===== src/design/igbs_pkg.sv =====
`timescale 1ns / 1ps

package igbs_pkg;

    // Count width and feature range
    localparam int COUNT_BITS   = 16;
    localparam int MAX_FEATURES = 64;
    localparam int IDX_W        = 6;
    localparam int GAIN_W       = 32;
    localparam int FRAC_BITS    = 30;

    // Shared divider: dividend holds count << 30 or count * entropy
    localparam int DIV_W     = COUNT_BITS + 32;
    localparam int DIV_CNT_W = $clog2(DIV_W + 1);

    // log2 result Q6.30, entropy accumulator, subtrahend sum
    localparam int LOG_W     = 36;
    localparam int LOG_ITERS = FRAC_BITS;
    localparam int IT_W      = $clog2(LOG_ITERS);
    localparam int H_W       = 36;
    localparam int SUB_W     = DIV_W + 1;
    localparam int N_TERMS   = 6;
    localparam int TERM_W    = 3;
    localparam logic [TERM_W-1:0] LAST_TERM = TERM_W'(N_TERMS - 1);

    // Stream widths, padded to whole bytes
    localparam int IN_DATA_W  = ((IDX_W + 9 * COUNT_BITS + 7) / 8) * 8;
    localparam int OUT_DATA_W = ((IDX_W + GAIN_W + 7) / 8) * 8;

    // Sequencer states
    typedef enum logic [3:0] {
        S_IDLE,
        S_TERM,
        S_DIV_WAIT,
        S_LOG_INIT,
        S_LOG_ITER,
        S_MUL_INT,
        S_MUL_FRAC,
        S_NEXT,
        S_WMUL,
        S_WDIV_START,
        S_WDIV_WAIT,
        S_ADV,
        S_DONE
    } t_state;

    // Clamped counts: yes/no per set (parent, left, right), and set totals
    typedef struct packed {
        logic [N_TERMS-1:0][COUNT_BITS-1:0] cnt;
        logic [2:0][COUNT_BITS-1:0]         tot;
    } t_item;

    // Parent entropy and sum of weighted branch entropies
    typedef struct packed {
        logic [31:0]      hp;
        logic [SUB_W-1:0] sub;
    } t_core_res;

endpackage


===== src/design/igbs_div.sv =====
`timescale 1ns / 1ps

// Restoring divider, one quotient bit per cycle
module igbs_div (
    input  logic                             i_clk,
    input  logic                             i_rst_n,
    input  logic                             i_start,
    input  logic [igbs_pkg::DIV_W-1:0]       i_dividend,
    input  logic [igbs_pkg::COUNT_BITS-1:0]  i_divisor,
    output logic                             o_done,
    output logic [igbs_pkg::DIV_W-1:0]       o_quotient
);

    logic [igbs_pkg::DIV_W-1:0]      r_q;
    logic [igbs_pkg::COUNT_BITS-1:0] r_rem;
    logic [igbs_pkg::COUNT_BITS-1:0] r_div;
    logic [igbs_pkg::DIV_CNT_W-1:0]  r_cnt;
    logic                            r_run;
    logic                            r_done;
    logic [igbs_pkg::COUNT_BITS:0]   rem_sh;
    logic [igbs_pkg::COUNT_BITS:0]   rem_diff;
    logic                            ge;

    // Trial subtract
    always_comb begin
        rem_sh   = {r_rem, r_q[igbs_pkg::DIV_W-1]};
        rem_diff = rem_sh - {1'b0, r_div};
        ge       = rem_sh >= {1'b0, r_div};
    end

    always_ff @(posedge i_clk) begin
        if (!i_rst_n) begin
            r_run  <= 1'b0;
            r_done <= 1'b0;
            r_cnt  <= '0;
        end else begin
            r_done <= 1'b0;
            if (i_start) begin
                r_q   <= i_dividend;
                r_rem <= '0;
                r_div <= i_divisor;
                r_cnt <= igbs_pkg::DIV_CNT_W'(igbs_pkg::DIV_W);
                r_run <= 1'b1;
            end else if (r_run) begin
                r_rem <= ge ? rem_diff[igbs_pkg::COUNT_BITS-1:0]
                            : rem_sh[igbs_pkg::COUNT_BITS-1:0];
                r_q   <= {r_q[igbs_pkg::DIV_W-2:0], ge};
                r_cnt <= r_cnt - 1'b1;
                if (r_cnt == igbs_pkg::DIV_CNT_W'(1)) begin
                    r_run  <= 1'b0;
                    r_done <= 1'b1;
                end
            end
        end
    end

    assign o_done     = r_done;
    assign o_quotient = r_q;

endmodule


===== src/design/igbs_seq.sv =====
`timescale 1ns / 1ps

// Entropy sequencer: one shared 32x32 multiplier, one shared divider
module igbs_seq (
    input  logic                 i_clk,
    input  logic                 i_rst_n,
    input  logic                 i_start,
    input  igbs_pkg::t_item      i_item,
    output logic                 o_done,
    output igbs_pkg::t_core_res  o_res
);

    igbs_pkg::t_state r_state, n_state;

    logic [igbs_pkg::TERM_W-1:0]    r_term;
    logic                           r_sel;
    logic [igbs_pkg::IT_W-1:0]      r_it;
    logic [31:0]                    r_m;
    logic [4:0]                     r_k;
    logic [igbs_pkg::FRAC_BITS-1:0] r_frac;
    logic [30:0]                    r_p;
    logic [igbs_pkg::LOG_W-1:0]     r_lt;
    logic [igbs_pkg::LOG_W-1:0]     r_lc;
    logic [igbs_pkg::H_W-1:0]       r_h;
    logic [31:0]                    r_hp;
    logic [igbs_pkg::SUB_W-1:0]     r_sub;
    logic [igbs_pkg::DIV_W-1:0]     r_wprod;

    logic [igbs_pkg::COUNT_BITS-1:0] cur_c;
    logic [igbs_pkg::COUNT_BITS-1:0] cur_t;
    logic [igbs_pkg::COUNT_BITS-1:0] log_x;
    logic                            skip;
    logic [4:0]                      k;
    logic [31:0]                     m0;
    logic [igbs_pkg::LOG_W-1:0]      d;
    logic [igbs_pkg::LOG_W-1:0]      log_val;
    logic [31:0]                     mul_a;
    logic [31:0]                     mul_b;
    logic [63:0]                     prod;
    logic [32:0]                     sq_s;
    logic                            div_start;
    logic [igbs_pkg::DIV_W-1:0]      div_dividend;
    logic [igbs_pkg::COUNT_BITS-1:0] div_divisor;
    logic                            div_done;
    logic [igbs_pkg::DIV_W-1:0]      div_q;

    // Operand selection for the current term
    always_comb begin
        cur_c = i_item.cnt[r_term];
        cur_t = i_item.tot[r_term[2:1]];
        skip  = (cur_c == '0) || (cur_t == '0);
        log_x = r_sel ? cur_c : cur_t;
    end

    // Leading one and normalised mantissa for log2
    always_comb begin
        k = '0;
        for (int i = 0; i < igbs_pkg::COUNT_BITS; i++) begin
            if (log_x[i]) k = 5'(i);
        end
        m0 = 32'(log_x) << (5'd31 - k);
    end

    // Log difference, clipped at zero
    always_comb begin
        d = (r_lt > r_lc) ? (r_lt - r_lc) : '0;
    end

    // Shared multiplier
    assign prod    = mul_a * mul_b;
    assign sq_s    = prod[63:31];
    assign log_val = {1'b0, r_k, r_frac[igbs_pkg::FRAC_BITS-2:0], sq_s[32]};

    igbs_div u_div (
        .i_clk      (i_clk),
        .i_rst_n    (i_rst_n),
        .i_start    (div_start),
        .i_dividend (div_dividend),
        .i_divisor  (div_divisor),
        .o_done     (div_done),
        .o_quotient (div_q)
    );

    // Next state
    always_comb begin
        n_state = r_state;
        unique case (r_state)
            igbs_pkg::S_IDLE:       if (i_start) n_state = igbs_pkg::S_TERM;
            igbs_pkg::S_TERM:       n_state = skip ? igbs_pkg::S_NEXT : igbs_pkg::S_DIV_WAIT;
            igbs_pkg::S_DIV_WAIT:   if (div_done) n_state = igbs_pkg::S_LOG_INIT;
            igbs_pkg::S_LOG_INIT:   n_state = igbs_pkg::S_LOG_ITER;
            igbs_pkg::S_LOG_ITER: begin
                if (r_it == igbs_pkg::IT_W'(igbs_pkg::LOG_ITERS - 1))
                    n_state = r_sel ? igbs_pkg::S_MUL_INT : igbs_pkg::S_LOG_INIT;
            end
            igbs_pkg::S_MUL_INT:    n_state = igbs_pkg::S_MUL_FRAC;
            igbs_pkg::S_MUL_FRAC:   n_state = igbs_pkg::S_NEXT;
            igbs_pkg::S_NEXT: begin
                if (!r_term[0] || r_term == igbs_pkg::TERM_W'(1))
                    n_state = igbs_pkg::S_TERM;
                else if (i_item.tot[0] == '0)
                    n_state = igbs_pkg::S_ADV;
                else
                    n_state = igbs_pkg::S_WMUL;
            end
            igbs_pkg::S_WMUL:       n_state = igbs_pkg::S_WDIV_START;
            igbs_pkg::S_WDIV_START: n_state = igbs_pkg::S_WDIV_WAIT;
            igbs_pkg::S_WDIV_WAIT:  if (div_done) n_state = igbs_pkg::S_ADV;
            igbs_pkg::S_ADV: begin
                n_state = (r_term == igbs_pkg::LAST_TERM) ? igbs_pkg::S_DONE
                                                           : igbs_pkg::S_TERM;
            end
            igbs_pkg::S_DONE:       n_state = igbs_pkg::S_IDLE;
            default:                n_state = igbs_pkg::S_IDLE;
        endcase
    end

    // Unit control per state
    always_comb begin
        mul_a        = '0;
        mul_b        = '0;
        div_start    = 1'b0;
        div_dividend = igbs_pkg::DIV_W'(cur_c) << igbs_pkg::FRAC_BITS;
        div_divisor  = cur_t;
        o_done       = 1'b0;
        unique case (r_state)
            igbs_pkg::S_TERM:       div_start = !skip;
            igbs_pkg::S_LOG_ITER: begin
                mul_a = r_m;
                mul_b = r_m;
            end
            igbs_pkg::S_MUL_INT: begin
                mul_a = {1'b0, r_p};
                mul_b = 32'(d[igbs_pkg::LOG_W-1:igbs_pkg::FRAC_BITS]);
            end
            igbs_pkg::S_MUL_FRAC: begin
                mul_a = {1'b0, r_p};
                mul_b = 32'(d[igbs_pkg::FRAC_BITS-1:0]);
            end
            igbs_pkg::S_WMUL: begin
                mul_a = 32'(cur_t);
                mul_b = r_h[31:0];
            end
            // Weighted branch entropy is divided by the parent total
            igbs_pkg::S_WDIV_START: begin
                div_start    = 1'b1;
                div_dividend = r_wprod;
                div_divisor  = i_item.tot[0];
            end
            igbs_pkg::S_DONE:       o_done = 1'b1;
            default: ;
        endcase
    end

    // State register
    always_ff @(posedge i_clk) begin
        if (!i_rst_n) r_state <= igbs_pkg::S_IDLE;
        else          r_state <= n_state;
    end

    // Counters and datapath
    always_ff @(posedge i_clk) begin
        if (!i_rst_n) begin
            r_term <= '0;
            r_sel  <= 1'b0;
            r_it   <= '0;
        end else begin
            unique case (r_state)
                igbs_pkg::S_IDLE: begin
                    if (i_start) begin
                        r_term <= '0;
                        r_h    <= '0;
                        r_sub  <= '0;
                    end
                end
                igbs_pkg::S_DIV_WAIT: begin
                    if (div_done) begin
                        r_p   <= div_q[30:0];
                        r_sel <= 1'b0;
                    end
                end
                igbs_pkg::S_LOG_INIT: begin
                    r_m    <= m0;
                    r_k    <= k;
                    r_it   <= '0;
                end
                igbs_pkg::S_LOG_ITER: begin
                    r_m    <= sq_s[32] ? sq_s[32:1] : sq_s[31:0];
                    r_frac <= {r_frac[igbs_pkg::FRAC_BITS-2:0], sq_s[32]};
                    r_it   <= r_it + 1'b1;
                    if (r_it == igbs_pkg::IT_W'(igbs_pkg::LOG_ITERS - 1)) begin
                        if (!r_sel) begin
                            r_lt  <= log_val;
                            r_sel <= 1'b1;
                        end else begin
                            r_lc  <= log_val;
                        end
                    end
                end
                igbs_pkg::S_MUL_INT:  r_h <= r_h + prod[igbs_pkg::H_W-1:0];
                igbs_pkg::S_MUL_FRAC: begin
                    r_h <= r_h + igbs_pkg::H_W'(prod[63:igbs_pkg::FRAC_BITS]);
                end
                igbs_pkg::S_NEXT: begin
                    if (!r_term[0]) begin
                        r_term <= r_term + 1'b1;
                    end else if (r_term == igbs_pkg::TERM_W'(1)) begin
                        r_hp   <= r_h[31:0];
                        r_h    <= '0;
                        r_term <= r_term + 1'b1;
                    end else if (i_item.tot[0] == '0) begin
                        r_h <= '0;
                    end
                end
                igbs_pkg::S_WMUL:     r_wprod <= prod[igbs_pkg::DIV_W-1:0];
                igbs_pkg::S_WDIV_WAIT: begin
                    if (div_done) begin
                        r_sub <= r_sub + igbs_pkg::SUB_W'(div_q);
                        r_h   <= '0;
                    end
                end
                igbs_pkg::S_ADV: begin
                    if (r_term != igbs_pkg::LAST_TERM) r_term <= r_term + 1'b1;
                end
                default: ;
            endcase
        end
    end

    assign o_res.hp  = r_hp;
    assign o_res.sub = r_sub;

endmodule


===== src/design/info_gain_best_split_unit.sv =====
`timescale 1ns / 1ps

// ID3 best-split scorer. Each request carries one candidate feature's class
// counts; the unit computes parent entropy minus size-weighted branch
// entropies (signed Q2.30, saturated), keeps the best gain and its index
// (earliest wins ties) and returns one result on the request marked tlast.
// Class counts above their total are clamped and reported in m_axis_tuser.
// A request is taken only while idle and holds s_axis_tready low while it
// is scored: six entropy terms (a 48-bit division, two 30-step log2
// evaluations on the shared multiplier and two multiplies), two weighting
// steps (multiply plus division by the parent total), and the start and
// wrap-up steps. A term with a zero count or total skips its division, log2
// and multiplies; an empty parent skips the weighting.
// Non-last requests proceed while a result waits, but a request marked tlast
// is held until the previous result has been taken.
module info_gain_best_split_unit (
    input  logic                              i_clk,
    input  logic                              i_rst_n,
    input  logic                              s_axis_tvalid,
    output logic                              s_axis_tready,
    // feature_index, parent_yes, parent_no, parent_total, left_yes, left_no,
    // left_total, right_yes, right_no, right_total, zero pad
    input  logic [igbs_pkg::IN_DATA_W-1:0]    s_axis_tdata,
    // considered
    input  logic                              s_axis_tuser,
    input  logic                              s_axis_tlast,
    output logic                              m_axis_tvalid,
    input  logic                              m_axis_tready,
    // best_index, best_gain, zero pad
    output logic [igbs_pkg::OUT_DATA_W-1:0]   m_axis_tdata,
    // counts_error
    output logic                              m_axis_tuser
);

    localparam int CB = igbs_pkg::COUNT_BITS;

    logic                          r_busy;
    logic                          r_start;
    logic                          r_fin;
    igbs_pkg::t_item               r_item;
    logic [igbs_pkg::IDX_W-1:0]    r_idx;
    logic                          r_cons;
    logic                          r_last;
    igbs_pkg::t_core_res           r_res;
    logic                          r_err_seen;
    logic signed [31:0]            r_best_gain;
    logic [igbs_pkg::IDX_W-1:0]    r_best_idx;
    logic                          r_seen;
    logic                          r_out_valid;
    logic [igbs_pkg::IDX_W-1:0]    r_out_idx;
    logic [31:0]                   r_out_gain;
    logic                          r_out_err;

    logic                          accept;
    logic                          finalize;
    logic                          core_done;
    igbs_pkg::t_core_res           core_res;
    igbs_pkg::t_item               in_item;
    logic                          in_err;
    logic [8:0][CB-1:0]            raw;
    logic signed [igbs_pkg::SUB_W+1:0] diff;
    logic signed [31:0]            gain;
    logic                          take;
    logic signed [31:0]            new_gain;
    logic [igbs_pkg::IDX_W-1:0]    new_idx;

    assign accept   = s_axis_tvalid && s_axis_tready;
    assign finalize = r_fin && (!r_last || !r_out_valid);

    // Unpack and clamp counts
    always_comb begin
        for (int i = 0; i < 9; i++)
            raw[i] = s_axis_tdata[igbs_pkg::IDX_W + i*CB +: CB];
        in_err = 1'b0;
        for (int s = 0; s < 3; s++) begin
            in_item.tot[s] = raw[3*s+2];
            for (int j = 0; j < 2; j++) begin
                if (raw[3*s+j] > raw[3*s+2]) begin
                    in_item.cnt[2*s+j] = raw[3*s+2];
                    in_err             = 1'b1;
                end else begin
                    in_item.cnt[2*s+j] = raw[3*s+j];
                end
            end
        end
    end

    igbs_seq u_seq (
        .i_clk   (i_clk),
        .i_rst_n (i_rst_n),
        .i_start (r_start),
        .i_item  (r_item),
        .o_done  (core_done),
        .o_res   (core_res)
    );

    // Gain with saturation, best-so-far update
    always_comb begin
        diff = $signed({2'b00, r_res.hp}) - $signed({1'b0, r_res.sub});
        if (diff > $signed((igbs_pkg::SUB_W+2)'(32'sh7FFF_FFFF)))
            gain = 32'sh7FFF_FFFF;
        else if (diff < -$signed((igbs_pkg::SUB_W+2)'(33'sh0_8000_0000)))
            gain = 32'sh8000_0000;
        else
            gain = diff[31:0];
        if (!r_cons || ({26'd0, r_idx} >= 32'(igbs_pkg::MAX_FEATURES)))
            gain = '0;
        take     = !r_seen || (gain > r_best_gain);
        new_gain = take ? gain : r_best_gain;
        new_idx  = take ? r_idx : r_best_idx;
    end

    // Request intake and sequencing
    always_ff @(posedge i_clk) begin
        if (!i_rst_n) begin
            r_busy      <= 1'b0;
            r_start     <= 1'b0;
            r_fin       <= 1'b0;
            r_err_seen  <= 1'b0;
            r_seen      <= 1'b0;
            r_best_gain <= '0;
            r_best_idx  <= '0;
            r_out_valid <= 1'b0;
        end else begin
            r_start <= accept;
            if (accept) begin
                r_busy     <= 1'b1;
                r_item     <= in_item;
                r_idx      <= s_axis_tdata[igbs_pkg::IDX_W-1:0];
                r_cons     <= s_axis_tuser;
                r_last     <= s_axis_tlast;
                r_err_seen <= r_err_seen | in_err;
            end
            if (core_done) begin
                r_fin <= 1'b1;
                r_res <= core_res;
            end
            if (m_axis_tready && r_out_valid) r_out_valid <= 1'b0;
            if (finalize) begin
                r_fin  <= 1'b0;
                r_busy <= 1'b0;
                if (r_last) begin
                    r_out_valid <= 1'b1;
                    r_out_idx   <= new_idx;
                    r_out_gain  <= new_gain;
                    r_out_err   <= r_err_seen;
                    r_best_gain <= '0;
                    r_best_idx  <= '0;
                    r_seen      <= 1'b0;
                    r_err_seen  <= 1'b0;
                end else begin
                    r_best_gain <= new_gain;
                    r_best_idx  <= new_idx;
                    r_seen      <= 1'b1;
                end
            end
        end
    end

    assign s_axis_tready = !r_busy;
    assign m_axis_tvalid = r_out_valid;
    assign m_axis_tdata  = igbs_pkg::OUT_DATA_W'({r_out_gain, r_out_idx});
    assign m_axis_tuser  = r_out_err;

endmodule


===== config.mk =====
export PLATFORM = sky130hd
export DESIGN_NAME = info_gain_best_split_unit
export DESIGN_NICKNAME = d
export VERILOG_FILES = /design/src/design/igbs_pkg.sv /design/src/design/igbs_div.sv /design/src/design/igbs_seq.sv /design/src/design/info_gain_best_split_unit.sv
export SDC_FILE = /design/constraint.sdc
export NUM_CORES = 2
export LEC_CHECK = 0
export ABC_CLOCK_PERIOD_IN_PS = 17290
export BUFFER_PORTS_ARGS = -buffer_cell sky130_fd_sc_hd__buf_2
export CAP_MARGIN = 10
export CORE_MARGIN = 5
export CORE_UTILIZATION = 40
export DETAILED_ROUTE_END_ITERATION = 16
export GPL_TIMING_DRIVEN = 0
export PLACE_DENSITY = 0.66
export RECOVER_POWER = 50
export SLEW_MARGIN = 5
export SYNTH_ARGS = -nofsm -noshare
export SYNTH_HDL_FRONTEND = slang
export SYNTH_SLANG_ARGS = --single-unit

===== constraint.sdc =====
create_clock -name i_clk -period 17.29 [get_ports i_clk]
set_input_delay 1.729 -clock i_clk [delete_from_list [all_inputs] [get_ports i_clk]]
set_output_delay 1.729 -clock i_clk [all_outputs]
set_load 0.01 [all_outputs]

; ---- Yosys cells after proc, flatten, opt, wreduce, memory -nomap -nowiden
; Cells that the tools add are included.
[op_classes]
add_sub_neg = 10
multipliers = 1
magnitude_cmp = 13
eq_ne = 25
shifts = 1
n_mux = 93
bitwise = 4
reduce_logical = 46
[op_table]
columns = op, count
row1 = two-way mux 36 bit, 6
row2 = two-way mux 16 bit, 12
row3 = two-way mux 32 bit, 6
row4 = case mux 36 bit (5 select lines), 1
row5 = two-way mux 48 bit, 3
row6 = case mux 32 bit (4 select lines), 1
row7 = two-way mux 49 bit, 2
row8 = case mux 49 bit (2 select lines), 1
row9 = > comparator 16 bit, 6
row10 = case mux 32 bit (3 select lines), 1
row11 = multiplier 32 x 32 -> 64 bit, 1
row12 = case mux 32 bit (2 select lines), 1
row13 = two-way mux 4 bit, 14
row14 = "> comparator 50 x 32 -> 1 bit, second input constant", 1
row15 = "less-than comparator 50 x 32 -> 1 bit, second input constant", 1
row16 = subtractor 32 x 49 -> 50 bit, 1
row17 = adder 49 x 48 -> 49 bit, 1
row18 = binary-select mux 16 bit (select 3 bit), 1
row19 = zero test 16 bit, 3
row20 = case mux 4 bit (12 select lines), 1
row21 = adder 36 x 34 -> 36 bit, 1
row22 = adder 36 bit, 1
row23 = subtractor 35 x 35 -> 36 bit, 1
row24 = > comparator 35 bit, 1
row25 = other kinds (45), 125
[word_totals]
reg_bits = 749
input_bits = 158
output_inout_bits = 43
elab_cells = 240

; ---- Depth between registers and ports, before layout
[depth]
word_depth = 21
mapped_depth = 60
depth_no_buf = 56

; ---- By module
; Synthesis repeated with hierarchy kept, for this count alone.
[unflattened]
hier_cells = 7773
hier_area_um2 = 75444.9
[modules_own_cells]
columns = mod, instances, cells_per_inst, area_each_um2, seq_area_each_um2
row1 = igbs_seq, 1, 5934, 53963.0, 10019.6
row2 = info_gain_best_split_unit, 1, 1500, 17013.8, 9048.7
row3 = igbs_div, 1, 339, 4468.0, 2562.5

; ---- Worst setup path after synthesis
; Ideal clock, no wire load.
[synth_timing]
path_kind = register to register
start = register u_seq.r_lt[0] (netlist name)
end = register u_seq.r_h[30] (netlist name), data pin
setup_ns = 0.266
arrival_ns = 12.085
required_ns = 17.024
path_slack_ns = 4.939
path_stages_with_launch = 55
n_path_buf = 3
synth_period_minus_slack_ns = 12.351
cell_sequence = edfxtp_1 inv_1 ha_1 inv_1 fa_1 a21o_1 a21o_1 a21oi_1 o21ai_0 a21oi_1 o21ai_1 nand2_1 o21ai_1 and2_1 clkbuf_1 buf_2 a21o_1 a31oi_1 [... 19 more ...] a31oi_1 and2_1 o21ai_0 xor2_1 mux2_2 ha_1 o21a_1 o21ai_0 or3_1 a21oi_1 o21ai_1 a211oi_1 nor3_1 o41ai_1 a21oi_1 o31ai_1 xnor2_1 nor2_1
[synth_via]
elab_chain_len = 6
elab_cells_between_ends = 8
classes_between = 3 x add/sub / 1 x mul / 1 x order compare / 3 x mux
[synth_lines]
columns = item, line_no
row1 = start: declaration, igbs_seq.sv:22  ; logic [igbs_pkg::LOG_W-1:0] r_lt;
row2 = start signal: assignment, igbs_seq.sv:193  ; r_lt <= log_val;
row3 = subtractor 35 x 35 -> 36 bit or > comparator 35 bit (tied branches), igbs_seq.sv:66  ; d = (r_lt > r_lc) ? (r_lt - r_lc) : '0;
row4 = two-way mux 36 bit (*), igbs_seq.sv:66
row5 = case mux 32 bit (4 select lines) (*), igbs_seq.sv:126  ; unique case (r_state)
row6 = multiplier 32 x 32 -> 64 bit (*), igbs_seq.sv:70  ; assign prod = mul_a * mul_b;
row7 = via u_seq.prod[35], igbs_seq.sv:39  ; logic [63:0] prod;
row8 = adder 36 x 34 -> 36 bit (*), igbs_seq.sv:202  ; r_h <= r_h + igbs_pkg::H_W'(prod[63:igbs_pkg::FRAC_BITS]);
row9 = case mux 36 bit (5 select lines) (*), igbs_seq.sv:168  ; unique case (r_state)
row10 = end signal: assignment, igbs_seq.sv:200  ; igbs_pkg::S_MUL_INT: r_h <= r_h + prod[igbs_pkg::H_W-1:0];
row11 = end signal: assignment, igbs_seq.sv:202
row12 = end: declaration, igbs_seq.sv:24  ; logic [igbs_pkg::H_W-1:0] r_h;
; The timed path passes the listed nets; every way through them passes the cells marked *.
; A chain may end at the register's enable or synchronous reset.

; ---- Final worst setup path
[layout_timing]
start = register u_seq.r_lc[0] (netlist name)
end = register u_seq.r_h[30] (netlist name), data pin
[layout_via]
elab_chain_len = 6
elab_cells_between_ends = 8
classes_between = 3 x add/sub / 1 x mul / 1 x order compare / 3 x mux
[layout_lines]
columns = item, line_no
row1 = start: declaration, igbs_seq.sv:23  ; logic [igbs_pkg::LOG_W-1:0] r_lc;
row2 = start signal: assignment, igbs_seq.sv:196  ; r_lc <= log_val;
row3 = subtractor 35 x 35 -> 36 bit or > comparator 35 bit (tied branches), igbs_seq.sv:66
row4 = two-way mux 36 bit (*), igbs_seq.sv:66
row5 = case mux 32 bit (4 select lines) (*), igbs_seq.sv:126
row6 = multiplier 32 x 32 -> 64 bit (*), igbs_seq.sv:70
row7 = via u_seq.prod[40], igbs_seq.sv:39
row8 = adder 36 x 34 -> 36 bit (*), igbs_seq.sv:202
row9 = case mux 36 bit (5 select lines) (*), igbs_seq.sv:168
; Marks and branches as above.

==> results.yml <==
status:
  outcome: "finished, violations left"
  violations: "max-capacitance violations, max-slew violations"
power:
  p_total_mw: 4.457
  power.density_nw_per_um2: 54.30
  peakVddDrop_mv: 0.08204
  pwr-share-comb_pct: 12.2
  p_switching_mw: 1.169
  p_int_mw: 3.288
  sw_frac_of_total_pct: 26.23
  pwr-share-clk_pct: 41.0
  p_seq_share_pct: 46.7
  p_leak_nw: 36.10
floorplan:
  rows: 158
  dieArea_sq_um: 194700
  ioPinCount: 201
  die_x_microns: 441.3
  initial_core_util_pct: 40.16
  core_sq_um: 185200
  die_h_microns: 441.3
cells_and_area:
  final_nets: 9624
  drive_above_1_share_pct: 6.482
  fin_util_pct: 44.32
  synthToLayoutAreaGrowth_pct: 10.35
  fillCellCount: 17970
  fin_cells: 10567
  seqCellArea_sq_um: 21630
  multiInputGateArea_sq_um: 47050
clock_tree:
  clk_pin_slew_ps: 60
  clock_latency_ps: 710
  clkSinkCount: 742
  hold_buffers: 0
  postCtsSetupBuffers: 0
  cts_root_buf: "clkbuf_16"
  cts_buffer_depth: 3
  cts_max_level: 3
  cts_tree: "done"
  numCtsBuffers: 81
  ctsResizeCount: 0
sta:
  period_share_pct: 97.75
  fmaxAchievable_ghz: 0.05917
  setup_viol: 0
  hold_slack_ps: 419.9
  skew_ps: 77.06
  tightest_slew_ps: 2970
  maxSlewViolCount: 169
  max_slew_margin_pct: -98.00
  rsz0062_at_grt: "false"
  finalHoldViolCount: 0
  period_needed_ps: 16900
  setup_tns_ps: 0
critical_path:
  crit_top_cell: "fa_1"
  cp_max_fo: 10
  max_stage_delay_ps: 850
  criticalPathCategory: "reg2reg"
  required_ps: 17710
  start_kind: "flip-flop"
  crit_arrival_ps: 17320
  critPathSlowestCell: "clkbuf_1"
  cp-end-kind: "flip-flop"
logic_synthesis:
  async_flop_share_pct: 0
  synth_most_common_cell: "inv_1"
  synth_common_cells: "inv_1 (1,184), fa_1 (901), nor2_1 (872)"
  synth_top_area_share_pct: 27.33
  synth_edf_count: 677
  ys_ff_latch: 742
  synth_area_leaders: "edfxtp_1 (27%), fa_1 (24%), ha_1 (9.5%)"
  ys.warnings.count: 0
  synth_area_leader_cell: "edfxtp_1"
  synth_ff_type: "edfxtp_1"
  syn_area_per_cell_sq_um: 9.725
  yosysSeqAreaShare_pct: 29.08
  synth_cell_types: 100
  synthCells: 7650
  synth_area_sq_um: 74400
routing:
  drt-initial-drc-count: 6430
  wirelength_microns: 288300
  wl_per_cell_microns: 27.28
  num_vias: 60298
  firstDrtPassIters: 6
  ant_nets: 0
  drt-vias-per-instance: 5.706
  drcViolationCount: 0
grt:
  track_usage_pct: 29.28
  grt_overflow_total: 0
  grt_start_max_net_pins: 69
  grt_antenna_before_repair: 23
  grt_pass1_vias: 59958
  grt_pass1_wl_microns: 413400
placed_design:
  place_inst: 10390
  hpwl_microns: 236600
  gp_congestion: 1.033
  portBuffers: 196
worst_hold_path:
  hold_class: "reg2reg"
job:
  cap_violations: 5
-- sequential cells by signal (all words and copies together) (netlist names), 16 cells and up --
name,flops
r_res,81
u_seq.r_m,32
r_best_gain,32
u_seq.r_h,32
u_seq.u_div.r_div,16
u_seq.u_div.r_rem,16
r_out_gain,32
u_seq.r_lc,34
u_seq.u_div.o_quotient,48
u_seq.r_wprod,48
u_seq.r_p,31
u_seq.r_hp,32
u_seq.r_sub,49
u_seq.r_lt,34
u_seq.r_frac,29
r_item,144
-- routing by layer --
metal | track usage (%) | wire (microns) | share of wire [%]
met5 | 0 | 22 | 0.0076
met3 | 7.901 | 31180 | 11
met2 | 44.73 | 126100 | 44
met4 | 13.73 | 16660 | 5.8
met1 | 38.83 | 114400 | 40
-- critical path, delay by kind of cell (launching register included) --
| family | cells | cell delay, ps |
|---|---|---|
| adders and majority gates | 12 | 4960 |
| AOI/OAI and AO/OA | 18 | 5060 |
| DFF | 1 | 360 |
| and+or+nand+nor | 14 | 3220 |
| xor gates and xnor gates | 2 | 810 |
| buffers and inverters | 9 | 2140 |
-- power groups by stage --
| stage | registers [mW] | clock network, mW | logic (mW) |
|---|---|---|---|
| after floorplan | 2.09 | 0 | 0.370 |
| after global placement | 2.12 | 0 | 0.518 |
| after detailed placement | 2.12 | 0 | 0.540 |
| after CTS | 2.08 | 1.85 | 0.543 |
| after global routing | 2.08 | 1.93 | 0.600 |
| final | 2.08 | 1.83 | 0.546 |
-- layout make-up --
type | count | area share, %
Clock inverter | 53 | 0.8672
Inverter | 1187 | 5.427
Multi-Input combinational cell | 5375 | 57.32
Tap cell | 2480 | 3.780
Sequential cell | 742 | 26.35
Antenna cell | 19 | 0.05792
Clock buffer | 96 | 2.538
Timing Repair Buffer | 268 | 1.948
Buffer | 347 | 1.718
-- worst paths after layout --
path,startpoint,to,slack [ps],depth (start not counted)
setup reg to reg,u_seq.r_lc[0],u_seq.r_h[30],390,55
hold reg to reg,u_seq.r_hp[7],r_res[56],420,0
hold / removal,u_seq.r_hp[7],r_res[56],420,0
setup / recovery,u_seq.r_lc[0],u_seq.r_h[30],390,55
-- cells by family after synthesis --
kind of cell / Yosys count / share of synthesized area [%]
other: 1 / 0.005041
adder cells (fa/ha/maj): 1464 / 33.71
flip-flops: 742 / 29.08
buffers and inverters: 1534 / 7.938
XOR/XNOR: 204 / 2.402
AO/OA/AOI/OAI: 1273 / 11.16
AND/OR/NAND/NOR: 2257 / 13.00
multiplexers: 175 / 2.701
-- per-stage QoR --
step / worst slack, ps / area [sq um]
floorplan: 4939 / 74400
global placement: 979.4 / 78480
detailed placement: 886.7 / 79530
CTS: 854.1 / 82320
global route: 117.6 / 82070
finish: 389.8 / 82100
-- cells in the final DEF, fill, tap and decap left out, types with 81 or more instances in the layout --
cell       Yosys  routed
ha_1         563     563
inv_1       1184    1183
mux2_2        89      89
xnor2_1      128     128
o21ai_0      304     300
clkbuf_1     272     396
nor2_1       872     871
clkbuf_16      0      81
nand2_1      855     854
a21oi_1      324     319
edfxtp_1     677     677
buf_2         39     146
fa_1         901     901
a21o_1       157     157
No activity file was read; power rests on OpenSTA's default activity.
